[config.mk]
export PLATFORM = sky130hd
export DESIGN_NAME = srt_cell
export DESIGN_NICKNAME = d
export VERILOG_FILES = /design/src/sorted_record_table_macros.svh /design/src/srt_pkg.sv /design/src/srt_cell.sv
export SDC_FILE = /design/constraint.sdc
export NUM_CORES = 1
export LEC_CHECK = 0
export BUFFER_PORTS_ARGS = -buffer_cell sky130_fd_sc_hd__buf_2
export CAP_MARGIN = 40
export CORE_UTILIZATION = 45
export DETAILED_ROUTE_END_ITERATION = 10
export GPL_ROUTABILITY_DRIVEN = 0
export PLACE_DENSITY = 0.82
export SLEW_MARGIN = 20
export SYNTH_ARGS = -nofsm -noshare
export SYNTH_HDL_FRONTEND = slang
export SYNTH_SLANG_ARGS = --single-unit
[constraint.sdc]
create_clock -name clk -period 6.17 [get_ports clk]
set_clock_uncertainty 0.15 [all_clocks]
set_input_delay 0.9255 -clock clk [delete_from_list [all_inputs] [get_ports clk]]
set_output_delay 0.9255 -clock clk [all_outputs]
set_load 0.05 [all_outputs]
[src/sorted_record_table_macros.svh]
// Assertion macros for the sorted record table.
// Included by the RTL files that carry concurrent assertions; needs clk and arst_n in scope.
`ifndef SORTED_RECORD_TABLE_MACROS_SVH
`define SORTED_RECORD_TABLE_MACROS_SVH
`ifndef SYNTHESIS
`define SRT_ASSERT(lbl, prop, msg) \
	lbl: assert property (@(posedge clk) disable iff (!arst_n) (prop)) else $error(msg);
`define SRT_ASSERT_NEXT(lbl, pre, post, msg) \
	lbl: assert property (@(posedge clk) disable iff (!arst_n) (pre) |=> (post)) else $error(msg);
`else
`define SRT_ASSERT(lbl, prop, msg)
`define SRT_ASSERT_NEXT(lbl, pre, post, msg)
`endif
`endif

[src/srt_pkg.sv]
// Shared types and codes for the sorted record table.
// No dependencies; imported by srt_cell, srt_or_tree, sorted_record_table and the testbench.
`timescale 1ns / 1ps
`default_nettype none
package srt_pkg;

	typedef enum logic [1:0] {
		OP_INSERT = 2'd0,
		OP_DELETE = 2'd1,
		OP_READ   = 2'd2,
		OP_NOP    = 2'd3
	} op_t;

	typedef enum logic [1:0] {
		ST_DONE      = 2'd0,
		ST_FULL      = 2'd1,
		ST_NOT_FOUND = 2'd2,
		ST_RANGE     = 2'd3
	} status_t;

	// Update commands broadcast to every cell.
	typedef struct packed {
		logic ins;
		logic del;
	} cell_ctrl_t;

	// Per-cell comparison flags.
	typedef struct packed {
		logic lt;
		logic first;
		logic hit;
	} cell_flags_t;

	// Result fields gathered by the reduction tree.
	typedef struct packed {
		logic [5:0]  where;
		logic [31:0] key;
		logic [31:0] payload;
	} res_t;

endpackage
`default_nettype wire

[src/srt_cell.sv]
// One storage cell of the sorted record table: holds a key and a payload.
// Depends on srt_pkg; instantiated in a row by sorted_record_table.
`timescale 1ns / 1ps
`default_nettype none
module srt_cell import srt_pkg::*; #(
	parameter int KEY_BITS = 32
) (
	input  wire logic                clk,
	input  wire cell_ctrl_t          ctrl,
	input  wire logic [KEY_BITS-1:0] new_key,
	input  wire logic [31:0]         new_payload,
	input  wire logic                occupied,
	input  wire logic                lt_left,
	input  wire logic [KEY_BITS-1:0] left_key,
	input  wire logic [31:0]         left_payload,
	input  wire logic [KEY_BITS-1:0] right_key,
	input  wire logic [31:0]         right_payload,
	output cell_flags_t              flags,
	output logic [KEY_BITS-1:0]      key_r,
	output logic [31:0]              payload_r
);

	logic [KEY_BITS-1:0] key_q;
	logic [31:0]         payload_q;

	// The cell is the insertion point when it is the first one whose key is not below
	// the new key; a delete hits only there and only on an exact match.
	always_comb begin
		flags.lt    = occupied && ($signed(key_q) < $signed(new_key));
		flags.first = !flags.lt && lt_left;
		flags.hit   = flags.first && occupied && (key_q == new_key);
	end

	always_ff @(posedge clk) begin
		if (ctrl.ins && !flags.lt) begin
			key_q     <= lt_left ? new_key : left_key;
			payload_q <= lt_left ? new_payload : left_payload;
		end else if (ctrl.del && !flags.lt) begin
			key_q     <= right_key;
			payload_q <= right_payload;
		end
	end

	assign key_r     = key_q;
	assign payload_r = payload_q;

endmodule
`default_nettype wire

Yosys cells after proc, flatten, opt, wreduce, memory -nomap -nowiden
Index checks and enable logic that the tools add are counted.
W data, S select, Z words.
- flip-flop bits (word level): 64
- output and inout bits: 67
- reduce and logical (&&, ||, !) cells: 8
- equality and inequality tests: 1
- mux-type cells: 6
- magnitude comparators: 1
- operator list (operator ; number):
    $mux W32 ; 6
    $eq A32 B32 Y1 ; 1
    $lt A32 B32 Y1 ; 1
    $logic_and A1 B1 Y1 ; 6
    $reduce_bool A2 Y1 ; 1
    $logic_not A1 Y1 ; 1

Depth between registers and ports, before layout
- depth after elaboration: 6
- mapped depth: 10
- gate-level depth less buffers: 8

Least setup slack after synthesis
No wires, ideal clock.
- path kind: input port to flip-flop
- start point: input port new_key[14]
- end point: register key_q[0], in the netlist key_r[0] (enable)
- setup slack: -0.090 ns
- arrival time: 5.622 ns
- required time: 5.532 ns
- stages on the path: 8
- cell sequence: inv_1 ha_1 nand4_1 nor4_1 a21boi_0 o31a_1 o21ai_0 nor2_1
- RTL lines (element ; line ; source):
    from (decl) ; srt_cell.sv:10 ; input wire logic [KEY_BITS-1:0] new_key,
    to (signal assigned) ; srt_cell.sv:36 ; key_q <= lt_left ? new_key : left_key;
    to (signal assigned) ; srt_cell.sv:39 ; key_q <= right_key;
    to (decl) ; srt_cell.sv:23 ; logic [KEY_BITS-1:0] key_q;

==> reports/metrics.yaml <==
seq_area_um2: 1920
cts_max_level: 3
wire_per_inst_um: 16.8
crit_cells: 10
cellLeakagePower_nw: 3.07
met2_wirelength_um: 6600
cts-root-buf: "clkbuf_8"
postCtsSetupRepairBufs: 0
overflow: 0
r2r_cells: 8
setup_ws_ns: 1.94
dpl_cell_area_um2: 5990
drt_iter0_drc: 92
grt_pass1_vias: 3705
ant_nets: 0
syn_area_um2: 4600
tns_ns: 0
power_density_nw_per_um2: 308
cts_resized: 0
initial_utilization_pct: 46.8
multiInputGateArea_um2: 2410
clkSlewWorstSetupHoldPaths_ns: 0.07
tightest_slew_ns: 0.838
reg2reg_to: "key_r[4]$_DFFE_PP_"
cp_slowest_cell: "nor4_1"
n_fill_cell: 805
finalCriticalPeriod_ns: 4.23
synth_top_area_share_pct: 41.8
grt_pass1_wl_um: 17500
cts_made_buffers: 9
syn_nets: 560
r2r_slack_ns: 2.77
dp_hpwl_um: 10000
wl_um: 12300
final_cell_area_um2: 6190
fin_cells: 734
fin_nets: 825
clk_latency_ns: 0.34
syn_inst: 331
fmax_mhz: 236
io_pins: 264
antenna_found_initial: 1
crit_path_end_kind: "output port"
crit_buf_inv: 3
peakVddDrop_v: 0.000152
core_area_um2: 9820
antenna_cells: 0
post_drt_via_cell_ratio: 4.99
cp_top_family: "simple AND/OR/NAND/NOR gates"
synth-seq-cells: 64
drc: 0
crit_required_ns: 5.09
clock_path_buffers: 2
max-cap-violations: 0
critPathMaxStageDelay_ns: 0.47
status: "complete, no violations"
preCtsSetupSlack_ns: 1.92
highest-signal-layer: "met4"
wl_met1_um: 4510
final_hold_viol_count: 0
grt_max_degree: 65
die_y_um: 103
ctsHoldBuffers: 0
area_growth_pct: 34.7
die-area_um2: 10600
cp-start-kind: "input pin"
slew_headroom_pct: 44.2
fp-row-count: 36
hold_path.class: "in -> reg"
cp.arrival_ns: 3.16
worstPathCellList: "buf_2 > inv_1 > ha_1 > nand4_1 > nor4_1 > a21boi_0 > o31a_1 > o21ai_1 > nor2_1 > buf_2"
yosysSeqAreaShare_pct: 41.8
dp.cells: 718
ys_warn_count: 0
cp-endpoint: "flags[0]"
path_class: "in -> out"
syn_area_per_cell_um2: 13.9
timing.rr.start: "key_r[14]$_DFFE_PP_"
fp.dieW_um: 103
clock_sinks: 64
cts_tree: "built"
firstDrtPassIters: 6
rsz0062_at_grt: "false"
drive_above_1_share_pct: 68.6
synthTopCellsByArea: "edfxtp_1 (42%), mux2_4 (20%), mux2_2 (17%)"
io_buffers: 263
ys_types: 26
yosysTopAreaCell: "edfxtp_1"
vias: 3664
crit_top_cell: "buf_2"
hold_ws_ns: 0.733
crit_start: "new_key[14]"
crit_fanout: 4
wl_met3_um: 916
grt_usage_pct: 22.6
drv_slew: 0
final.period_utilization_pct: 68.6
setup_viol_count_final: 0
-- routing by layer --
| layer | vias up | track usage, % |
|---|---|---|
| met5 | - | 0 |
| met4 | 0 | 10.7 |
| met3 | 27 | 6.58 |
| met2 | 160 | 42.2 |
| met1 | 1709 | 23.1 |
| li1 | 1768 | - |
-- how the worst min path moves through the flow --
stage                      startpoint                       to  slack [ns]  depth (start not counted)
floorplan                right_key[0]       key_r[0]$_DFFE_PP_        0.99                          1
global placement        right_key[31]      key_r[31]$_DFFE_PP_        1.08                          2
detailed placement       right_key[9]       key_r[9]$_DFFE_PP_        1.08                          2
CTS                      right_key[9]       key_r[9]$_DFFE_PP_        0.71                          2
global route        right_payload[18]  payload_r[18]$_DFFE_PP_        0.72                          2
finish              right_payload[10]  payload_r[10]$_DFFE_PP_        0.73                          2
-- flip-flops by register name, indices dropped and copies added (netlist names) --
register,count
payload_r,32
key_r,32
-- report_power, final --
part	leakage (nW)	internal (mW)	switching [mW]
logic	2.33	0.301	0.571
registers	0.634	0.612	0.0382
clock network	0.102	0.226	0.159
total	3.07	1.14	0.768
-- final cells by class --
type	instances	share of cell area [%]
inverters	34	2.06
well taps	133	2.69
clock buffers	12	2.18
multi-input cells	219	38.9
flip-flops and latches	64	31.0
repair buffers	268	22.1
clock inverters	4	1.11
-- cell usage after synthesis, drive strengths merged --
cell type and number:
nor2 6, o31a 1, mux2 128, clkbuf 7, inv 34, edfxtp 64, nor3 1, a211o 1
nand3 3, a221o 1, buf 7, a22oi 1, a21oi 15, ha 32, nand4 8, o21ai 6
a21boi 1, a21o 1, o211a 1, nor2b 2, o211ai 1, nor4 2, nand2 8
-- kinds of logic after synthesis --
kind of cell,after synthesis,share of synthesized area [%]
compound gates,29,3.86
mux,128,36.2
flops,64,41.8
buf+inv,48,6.20
simple gates,30,3.21
fa+ha+maj,32,8.71
-- through the flow --
stage          power, mW  utilization [%]
2_1_floorplan       1.34                -
3_3_place_gp        1.51             60.8
3_5_place_dp        1.54             61.0
4_1_cts             1.92             63.1
5_1_grt             2.00             63.1
6_report            1.91             63.1
-- cells in the final DEF, fill, tap and decap left out --
| cell | instances |
|---|---|
| nor2_4 | 1 |
| inv_1 | 34 |
| a21o_1 | 1 |
| o211a_4 | 1 |
| buf_2 | 263 |
| clkbuf_1 | 3 |
| buf_12 | 1 |
| mux2_2 | 68 |
| a21boi_0 | 1 |
| nor3_1 | 1 |
| a221o_1 | 1 |
| nand4_1 | 8 |
| o21ai_0 | 5 |
| a211o_2 | 1 |
| clkbuf_8 | 9 |
| o21ai_1 | 1 |
| a22oi_1 | 1 |
| nand2_1 | 8 |
| a21oi_1 | 14 |
| o211ai_1 | 1 |
| clkinv_2 | 1 |
| bufinv_16 | 2 |
| nor2b_1 | 2 |
| a21oi_2 | 1 |
| nand3_1 | 3 |
| buf_4 | 4 |
| o31a_1 | 1 |
| nor2_1 | 5 |
| edfxtp_1 | 64 |
| nor4_1 | 2 |
| clkinv_1 | 1 |
| mux2_4 | 60 |
| ha_1 | 32 |
(Power assumes the default switching activity.)
